### config.mk
export PLATFORM = sky130hd
export DESIGN_NAME = arithmetic_encoder_core
export DESIGN_NICKNAME = d
export VERILOG_FILES = /design/src/hdl/aec_pkg.sv /design/src/hdl/aec_muldiv.sv /design/src/hdl/arithmetic_encoder_core.sv
export SDC_FILE = /design/constraint.sdc
export NUM_CORES = 1
export LEC_CHECK = 0
export ABC_CLOCK_PERIOD_IN_PS = 7100
export BUFFER_PORTS_ARGS = -buffer_cell sky130_fd_sc_hd__buf_2
export CAP_MARGIN = 40
export CORE_MARGIN = 1.5
export CORE_UTILIZATION = 40
export CTS_BUF_LIST = sky130_fd_sc_hd__clkbuf_4
export CTS_CLUSTER_SIZE = 16
export DETAILED_ROUTE_END_ITERATION = 8
export PLACE_DENSITY_LB_ADDON = 0.2
export SLEW_MARGIN = 25
export SYNTH_ARGS = -nofsm -noshare
export SYNTH_HDL_FRONTEND = slang
export SYNTH_SLANG_ARGS = --single-unit
### constraint.sdc
create_clock -name clk -period 7.1 [get_ports clk]
set_clock_uncertainty 0.15 [all_clocks]
set_input_delay 0.355 -clock clk [delete_from_list [all_inputs] [get_ports clk]]
set_output_delay 0.355 -clock clk [all_outputs]
set_load 0.02 [all_outputs]
### src/hdl/aec_pkg.sv
package aec_pkg;

    // Coder geometry
    localparam int CODE_BITS = 16;
    localparam int FREQ_BITS = 14;

    // Field and datapath widths
    localparam int CNT_W    = FREQ_BITS + 1;
    localparam int RANGE_W  = CODE_BITS + 1;
    localparam int PROD_W   = RANGE_W + CNT_W;
    localparam int FOLLOW_W = 32;
    localparam int STEP_W   = $clog2(CODE_BITS + 1);
    localparam int MD_CNT_W = $clog2(PROD_W);

    // Stream payload widths, padded to whole bytes
    localparam int S_FIELDS_W = FREQ_BITS + CNT_W + CNT_W;
    localparam int S_TDATA_W  = ((S_FIELDS_W + 7) / 8) * 8;
    localparam int M_FIELDS_W = 1 + FOLLOW_W;
    localparam int M_TDATA_W  = ((M_FIELDS_W + 7) / 8) * 8;

    // Interval thresholds
    localparam logic [CODE_BITS-1:0] HALF  = {1'b1, {(CODE_BITS - 1){1'b0}}};
    localparam logic [CODE_BITS-1:0] QTR   = {2'b01, {(CODE_BITS - 2){1'b0}}};
    localparam logic [CODE_BITS-1:0] THREEQ = {2'b11, {(CODE_BITS - 2){1'b0}}};

    // Request kinds carried in tuser
    localparam logic KIND_SYMBOL = 1'b0;
    localparam logic KIND_FLUSH  = 1'b1;

    typedef enum logic [1:0] {
        ST_IDLE,
        ST_CALC,
        ST_RENORM,
        ST_FLUSH
    } state_t;

    typedef enum logic [1:0] {
        MD_IDLE,
        MD_MUL,
        MD_DIV
    } md_phase_t;

    // Saturating increment of the pending bit count.
    function automatic logic [FOLLOW_W-1:0] sat_inc(input logic [FOLLOW_W-1:0] val);
        logic [FOLLOW_W-1:0] res;
        res = (val == {FOLLOW_W{1'b1}}) ? val : val + FOLLOW_W'(1);
        return res;
    endfunction

endpackage

### src/hdl/aec_muldiv.sv
module aec_muldiv (
    input  logic                        clk,
    input  logic                        rst_n,
    input  logic                        start,
    input  logic [aec_pkg::RANGE_W-1:0] range_in,
    input  logic [aec_pkg::CNT_W-1:0]   count_in,
    input  logic [aec_pkg::CNT_W-1:0]   total_in,
    output logic                        done,
    output logic [aec_pkg::RANGE_W-1:0] quot
);
    import aec_pkg::*;

    md_phase_t             phase_reg, phase_next;
    logic [MD_CNT_W-1:0]   cnt_reg, cnt_next;
    logic [PROD_W-1:0]     mcand_reg, mcand_next;
    logic [CNT_W-1:0]      mplier_reg, mplier_next;
    logic [PROD_W-1:0]     prod_reg, prod_next;
    logic [CNT_W-1:0]      rem_reg, rem_next;
    logic [CNT_W-1:0]      div_reg, div_next;
    logic                  done_reg, done_next;
    logic [CNT_W:0]        trial;
    logic                  qbit;

    // Restoring division step: bring down the next dividend bit.
    assign trial = {rem_reg, prod_reg[PROD_W-1]};
    assign qbit  = (trial >= {1'b0, div_reg});

    always_ff @(posedge clk or negedge rst_n)
    begin
        if (!rst_n)
        begin
            phase_reg <= MD_IDLE;
            done_reg  <= 1'b0;
        end
        else
        begin
            phase_reg <= phase_next;
            done_reg  <= done_next;
        end
    end

    always_ff @(posedge clk)
    begin
        cnt_reg    <= cnt_next;
        mcand_reg  <= mcand_next;
        mplier_reg <= mplier_next;
        prod_reg   <= prod_next;
        rem_reg    <= rem_next;
        div_reg    <= div_next;
    end

    // Shift-and-add multiply one multiplier bit a cycle, then divide one
    // quotient bit a cycle, reusing the product register for the quotient.
    always_comb
    begin
        phase_next  = phase_reg;
        cnt_next    = cnt_reg;
        mcand_next  = mcand_reg;
        mplier_next = mplier_reg;
        prod_next   = prod_reg;
        rem_next    = rem_reg;
        div_next    = div_reg;
        done_next   = 1'b0;
        unique case (phase_reg)
            MD_IDLE:
            begin
                if (start)
                begin
                    mcand_next  = PROD_W'(range_in);
                    mplier_next = count_in;
                    div_next    = total_in;
                    prod_next   = '0;
                    cnt_next    = MD_CNT_W'(CNT_W - 1);
                    phase_next  = MD_MUL;
                end
            end
            MD_MUL:
            begin
                if (mplier_reg[0])
                begin
                    prod_next = prod_reg + mcand_reg;
                end
                mcand_next  = {mcand_reg[PROD_W-2:0], 1'b0};
                mplier_next = {1'b0, mplier_reg[CNT_W-1:1]};
                cnt_next    = cnt_reg - MD_CNT_W'(1);
                if (cnt_reg == '0)
                begin
                    rem_next   = '0;
                    cnt_next   = MD_CNT_W'(PROD_W - 1);
                    phase_next = MD_DIV;
                end
            end
            MD_DIV:
            begin
                rem_next  = qbit ? CNT_W'(trial - {1'b0, div_reg}) : trial[CNT_W-1:0];
                prod_next = {prod_reg[PROD_W-2:0], qbit};
                cnt_next  = cnt_reg - MD_CNT_W'(1);
                if (cnt_reg == '0)
                begin
                    done_next  = 1'b1;
                    phase_next = MD_IDLE;
                end
            end
            default:
            begin
                phase_next = MD_IDLE;
            end
        endcase
    end

    assign done = done_reg;
    assign quot = prod_reg[RANGE_W-1:0];

endmodule

### src/hdl/arithmetic_encoder_core.sv
// Flush request: one result, loaded from the flush state once the output is free.
// Symbol request: a serial multiply and a serial restoring division, then at most 16
// renormalisation steps; a step that must release a held bit waits while the output is
// stalled. Each emitted bit is held back one step so the final one carries tlast.
// One request is processed at a time; the output register lets a result wait.
// rst_n asynchronously resets the interval to its full width and clears the pending count.
module arithmetic_encoder_core (
    input  logic                          clk,
    input  logic                          rst_n,
    input  logic                          s_tvalid,
    output logic                          s_tready,
    // cum_low, cum_high, total, zero padding
    input  logic [aec_pkg::S_TDATA_W-1:0] s_tdata,
    // kind
    input  logic [0:0]                    s_tuser,
    output logic                          m_tvalid,
    input  logic                          m_tready,
    // bit_res, follow_count, zero padding
    output logic [aec_pkg::M_TDATA_W-1:0] m_tdata,
    output logic                          m_tlast
);
    import aec_pkg::*;

    state_t                state_reg, state_next;
    logic [CODE_BITS-1:0]  low_reg, low_next;
    logic [CODE_BITS-1:0]  high_reg, high_next;
    logic [FOLLOW_W-1:0]   pend_reg, pend_next;
    logic                  fin_reg, fin_next;
    logic [STEP_W-1:0]     step_reg, step_next;
    logic                  held_valid_reg, held_valid_next;
    logic                  held_bit_reg, held_bit_next;
    logic [FOLLOW_W-1:0]   held_follow_reg, held_follow_next;
    logic                  m_valid_reg, m_valid_next;
    logic                  out_bit_reg, out_bit_next;
    logic [FOLLOW_W-1:0]   out_follow_reg, out_follow_next;
    logic                  out_last_reg, out_last_next;

    logic [FREQ_BITS-1:0]  in_clo;
    logic [CNT_W-1:0]      in_chi;
    logic [CNT_W-1:0]      in_tot;
    logic                  counts_ok;
    logic [RANGE_W-1:0]    range;
    logic                  md_start;
    logic                  hi_done;
    logic                  lo_done;
    logic [RANGE_W-1:0]    hi_off;
    logic [RANGE_W-1:0]    lo_off;
    logic                  out_free;
    logic                  emit0;
    logic                  emit1;
    logic                  quart;
    logic                  stop;
    logic [CODE_BITS-1:0]  low_adj;
    logic [CODE_BITS-1:0]  high_adj;

    // Request fields
    assign in_clo = s_tdata[FREQ_BITS-1:0];
    assign in_chi = s_tdata[FREQ_BITS+CNT_W-1:FREQ_BITS];
    assign in_tot = s_tdata[S_FIELDS_W-1:FREQ_BITS+CNT_W];

    assign counts_ok = (in_tot != '0) && ({1'b0, in_clo} < in_chi) && (in_chi <= in_tot);
    assign range     = {1'b0, high_reg} - {1'b0, low_reg} + RANGE_W'(1);

    // Serial units for range*cum_high/total and range*cum_low/total
    aec_muldiv u_hi_div (
        .clk      (clk),
        .rst_n    (rst_n),
        .start    (md_start),
        .range_in (range),
        .count_in (in_chi),
        .total_in (in_tot),
        .done     (hi_done),
        .quot     (hi_off)
    );

    aec_muldiv u_lo_div (
        .clk      (clk),
        .rst_n    (rst_n),
        .start    (md_start),
        .range_in (range),
        .count_in (CNT_W'(in_clo)),
        .total_in (in_tot),
        .done     (lo_done),
        .quot     (lo_off)
    );

    // Renormalisation step decode
    assign out_free = !m_valid_reg || m_tready;
    assign emit0    = (high_reg < HALF);
    assign emit1    = !emit0 && (low_reg >= HALF);
    assign quart    = !emit0 && !emit1 && (low_reg >= QTR) && (high_reg < THREEQ);
    assign stop     = (step_reg == STEP_W'(CODE_BITS)) || !(emit0 || emit1 || quart);
    assign low_adj  = emit1 ? (low_reg - HALF) : (quart ? (low_reg - QTR) : low_reg);
    assign high_adj = emit1 ? (high_reg - HALF) : (quart ? (high_reg - QTR) : high_reg);

    always_ff @(posedge clk or negedge rst_n)
    begin
        if (!rst_n)
        begin
            state_reg      <= ST_IDLE;
            low_reg        <= '0;
            high_reg       <= '1;
            pend_reg       <= '0;
            fin_reg        <= 1'b0;
            held_valid_reg <= 1'b0;
            m_valid_reg    <= 1'b0;
        end
        else
        begin
            state_reg      <= state_next;
            low_reg        <= low_next;
            high_reg       <= high_next;
            pend_reg       <= pend_next;
            fin_reg        <= fin_next;
            held_valid_reg <= held_valid_next;
            m_valid_reg    <= m_valid_next;
        end
    end

    always_ff @(posedge clk)
    begin
        step_reg        <= step_next;
        held_bit_reg    <= held_bit_next;
        held_follow_reg <= held_follow_next;
        out_bit_reg     <= out_bit_next;
        out_follow_reg  <= out_follow_next;
        out_last_reg    <= out_last_next;
    end

    // Sequencer: accept, wait for the serial units, renormalise, flush
    always_comb
    begin
        state_next       = state_reg;
        low_next         = low_reg;
        high_next        = high_reg;
        pend_next        = pend_reg;
        fin_next         = fin_reg;
        step_next        = step_reg;
        held_valid_next  = held_valid_reg;
        held_bit_next    = held_bit_reg;
        held_follow_next = held_follow_reg;
        m_valid_next     = m_valid_reg && !m_tready;
        out_bit_next     = out_bit_reg;
        out_follow_next  = out_follow_reg;
        out_last_next    = out_last_reg;
        md_start         = 1'b0;
        s_tready         = 1'b0;
        unique case (state_reg)
            ST_IDLE:
            begin
                s_tready = 1'b1;
                if (s_tvalid && !fin_reg)
                begin
                    if (s_tuser[0] == KIND_FLUSH)
                    begin
                        state_next = ST_FLUSH;
                    end
                    else if (counts_ok)
                    begin
                        md_start   = 1'b1;
                        state_next = ST_CALC;
                    end
                end
            end
            ST_CALC:
            begin
                if (hi_done && lo_done)
                begin
                    if (hi_off > lo_off)
                    begin
                        high_next       = CODE_BITS'({1'b0, low_reg} + hi_off - RANGE_W'(1));
                        low_next        = CODE_BITS'({1'b0, low_reg} + lo_off);
                        step_next       = '0;
                        held_valid_next = 1'b0;
                        state_next      = ST_RENORM;
                    end
                    else
                    begin
                        state_next = ST_IDLE;
                    end
                end
            end
            ST_RENORM:
            begin
                priority if (stop)
                begin
                    // Release the held bit as the final result of this symbol.
                    if (!held_valid_reg)
                    begin
                        state_next = ST_IDLE;
                    end
                    else if (out_free)
                    begin
                        m_valid_next    = 1'b1;
                        out_bit_next    = held_bit_reg;
                        out_follow_next = held_follow_reg;
                        out_last_next   = 1'b1;
                        held_valid_next = 1'b0;
                        state_next      = ST_IDLE;
                    end
                end
                else if (emit0 || emit1)
                begin
                    if (!held_valid_reg || out_free)
                    begin
                        if (held_valid_reg)
                        begin
                            m_valid_next    = 1'b1;
                            out_bit_next    = held_bit_reg;
                            out_follow_next = held_follow_reg;
                            out_last_next   = 1'b0;
                        end
                        held_valid_next  = 1'b1;
                        held_bit_next    = emit1;
                        held_follow_next = pend_reg;
                        pend_next        = '0;
                        low_next         = {low_adj[CODE_BITS-2:0], 1'b0};
                        high_next        = {high_adj[CODE_BITS-2:0], 1'b1};
                        step_next        = step_reg + STEP_W'(1);
                    end
                end
                else
                begin
                    // Middle-half expansion: one more pending bit.
                    pend_next = sat_inc(pend_reg);
                    low_next  = {low_adj[CODE_BITS-2:0], 1'b0};
                    high_next = {high_adj[CODE_BITS-2:0], 1'b1};
                    step_next = step_reg + STEP_W'(1);
                end
            end
            ST_FLUSH:
            begin
                if (out_free)
                begin
                    m_valid_next    = 1'b1;
                    out_bit_next    = (low_reg >= QTR);
                    out_follow_next = sat_inc(pend_reg);
                    out_last_next   = 1'b1;
                    pend_next       = '0;
                    fin_next        = 1'b1;
                    state_next      = ST_IDLE;
                end
            end
            default:
            begin
                state_next = ST_IDLE;
            end
        endcase
    end

    assign m_tvalid = m_valid_reg;
    assign m_tdata  = M_TDATA_W'({out_follow_reg, out_bit_reg});
    assign m_tlast  = out_last_reg;

endmodule

==> results by group <==
Critical path
  – R2R cell count: 6
  – CP Launch Point: s_tdata[30]
  – CP max stage cell: and2_1
  – Cells along the critical path: dlygate4sd3_1 -> buf_2 -> inv_1 -> ha_1 -> nor2b_1 -> o21ai_0 -> a21oi_1 -> a211oi_1 -> o221ai_1 -> a21oi_1 -> o211a_1 -> and2_1 -> o21bai_4 -> buf_4
  – CP required: around 7500 ps
  – Critical Path Sink Type: flop
  – Arr. time, crit path: about 4300 ps
  – Crit Path Class: in -> reg
  – Reg2reg start: state_reg[0]$_DFFE_PN0P_
  – Critical Path Source Type: input port
  – Crit path to: u_hi_div.mcand_reg[24]$_SDFFCE_PN0P_
  – Reg2reg setup slack: around 3200 ps
  – Most used cell, CP: a21oi_1
  – Crit path max fanout: 32
  – Max incr delay on CP: 650 ps
  – Reg-to-reg endpoint: u_hi_div.mcand_reg[24]$_SDFFCE_PN0P_

Drt
  – Remaining DRCs: 0
  – WL met2: 27700 µm
  – Antenna violation net count after detailed routing: 0
  – Starting DRT DRC Count: roughly 1000
  – Wire length on met3: ~2600 µm
  – Max Used Layer: met4
  – Post-DR wirelength/cell: between 15 and 20 µm
  – M1 wire length: approximately 28000 µm
  – Final wirelength: around 60000 µm
  – Via Count: 19100
  – Pre-antenna DRT Iters: 7
  – Drt via density: between 5 and 6

Yosys
  – Mean Syn Cell Area: approximately 9.8 µm²
  – Mapped Area: around 25000 µm²
  – Synth Flop Type: edfxtp_1
  – Sequential area share after synthesis: about 44%
  – Post-synth top area share: a little over a third
  – Leading area contributor after synthesis: edfxtp_1
  – Async S/R FF share, synth: about a fifth
  – Synth Warn #: 0
  – Mapped Cells: 2500
  – Synth top area cells: edfxtp_1 (37%), ha_1 (11%), dfrtp_1 (6.0%)
  – Synth Register Bits: ~370
  – Netlist cell types: 95
  – Post-synth EDFFs: around 300

Clock network
  – CTS tree: yes
  – Clock-pin slew on the worst setup and hold paths: roughly 60 ps
  – Clk Latency, worst-skew pair: ~900 ps
  – Clock Sinks: around 370
  – Root Buffer Master: clkbuf_4
  – H-tree lvl count: 3
  – CTS Buf Count: between 100 and 150
  – Clock Tree Buf Depth: 3
  – Cts hold-fix bufs: 52
  – Setup bufs post-CTS: 0
  – # resized after CTS: 0

Global routing
  – Tot GR Track Use: around a fifth
  – Final global-route overflow total: 0
  – Vias in the first global route: about 19000
  – Initial antenna violation count: 3
  – Largest net degree at the start of global routing: 74
  – First-pass GRT wire length: 98100 µm

Finish
  – Filler Cell Count: roughly 5700
  – Post-layout util: a little under half
  – Reg area: 10900 µm²
  – Commonest non-fill, non-tap cell in the layout: edfxtp_1
  – Commonest non-fill, non-tap cells in the layout: edfxtp_1 (299), nand2_1 (224), ha_1 (223)
  – Share of post-route cells with drive strength above 1: between 10 and 15%
  – Final #Nets: ~3000
  – Multi-input gate area in the final layout: around 13000 µm²
  – Design area: 27800 µm²
  – Area grow syn2layout: 13.3%

Run
  – Max Cap Violations: 0

Worst hold path
  – Kind of path behind the tightest hold check: in -> reg
  – Hold depth: 2

Power
  – VDD IR-drop max: around 0.00027 V
  – Pwr/cell area: between 300 and 400 nW/µm²
  – Leak: roughly 12 nW

Timing
  – Final Max Slew Viols: 0
  – Tmin final: between 3000 and 4000 ps
  – RSZ-0062 raised after global routing: no
  – Setup TNS: 0 ps
  – Final hold slack: ~130 ps
  – Slew headroom: 46.4%
  – Final worst-path setup slack: between 3000 and 4000 ps
  – Endpoints failing setup: 0
  – Worst slew pin tran: ~800 ps
  – Fmax achieved: around 250 MHz
  – Tcrit/Tclk final: a little under three fifths
  – Fin. Hold Viols: 0

Floorplanning
  – Starting Density: 40.5%
  – Die Wd: about 250 µm
  – Ports: 96
  – Die ar.: about 63000 µm²
  – Core area: 60500 µm²
  – Site row count: 90
  – DIE HEIGHT: ~250 µm

Placement
  – Port Buf Inserts: 84
  – Post-DP Area: 25800 µm²
  – Pre-CTS WS: about 2700 ps
  – GPL Wtd Cong: between 0.8 and 0.9
  – Final HPWL DP: 42000 µm

Status
  – Status: completed
[worst min-delay path by stage]
stage / slack [ps] / endpoint / start
floorplan: -90 / fin_reg$_DFFE_PN0P_ / rst_n
global placement: 170 / pend_reg[16]$_DFFE_PN0P_ / rst_n
detailed placement: 180 / pend_reg[21]$_DFFE_PN0P_ / rst_n
CTS: 30 / u_hi_div.div_reg[14]$_DFFE_PP_ / s_tdata[43]
global route: 60 / u_lo_div.div_reg[13]$_DFFE_PP_ / s_tdata[42]
finish: 130 / u_lo_div.div_reg[12]$_DFFE_PP_ / s_tdata[41]
[per-stage QoR]
| stage | total power [W] | instances |
|---|---|---|
| after floorplan | 0.00733 | 2506 |
| after global placement | 0.00861 | 3298 |
| after detailed placement | 0.00876 | 3301 |
| after CTS | 0.0109 | 3548 |
| after global routing | 0.0117 | 3555 |
| final | 0.0108 | 3558 |
[cells in the mapped netlist (5+ instances only)]
master and n:
mux2i_1 27, ha_1 225, o31ai_1 26, nor2_1 173
nor2b_1 59, xnor2_1 76, a21oi_1 143, a31oi_1 30
o21bai_1 13, o21ai_1 43, o211ai_1 16, a21o_1 80
edfxtp_1 299, and3_1 21, nor4_1 7, xor2_1 53
buf_2 5, nand3_1 52, and2_1 60, nand2_1 225
or3_1 14, a22oi_1 23, nand2b_1 21, a211oi_1 22
nand4_1 22, dfstp_2 16, nor3b_1 12, inv_1 197
or2_2 5, and4_1 5, fa_1 7, nor3_1 32
dfrtp_1 59, mux2_2 15, o22ai_1 6, o21ai_0 200
clkbuf_1 75, buf_4 9, o21a_1 21, a211o_1 7
a21boi_0 10
[report_power, final]
part / switching [W] / internal (W)
Sequential: 0.000313 / 0.00317
Combinational: 0.00326 / 0.00206
Clock: 0.000995 / 0.00103
Total: 0.00456 / 0.00626
[worst max-delay path: cells and delay by family]
family	cells	cell delay, ps
and+or+nand+nor	2	780
buffers and inverters	4	1280
AOI/OAI and AO/OA	7	1600
adders and majority gates	1	280
[layout make-up]
class	count	share of cell area, %
flip-flops and latches	374	39.2
repair buffers	161	4.22
clock inverters	36	0.663
multi-input cells	1840	45.4
well taps	782	3.52
inverters	199	2.69
diodes	7	0.0631
clock buffers	159	4.30
[layer usage]
metal	vias up	GRT usage (%)
met3	124	3.54
li1	9481	-
met1	9119	25.9
met5	-	0
met2	394	31.3
met4	0	6.53
[cell families (layout without fill, tap and decap cells)]
logic type      after synthesis  in the layout  share of synthesized area [%]
xor+xnor                    129            129                           4.61
other cells                   1             14                         0.0153
compound gates              698            698                           17.9
simple gates                732            732                           14.6
buf+inv                     292            555                           4.67
mux                          42             42                           1.79
fa+ha+maj                   232            232                           12.1
flops                       374            374                           44.4
No activity file was read; power rests on OpenSTA's default activity.
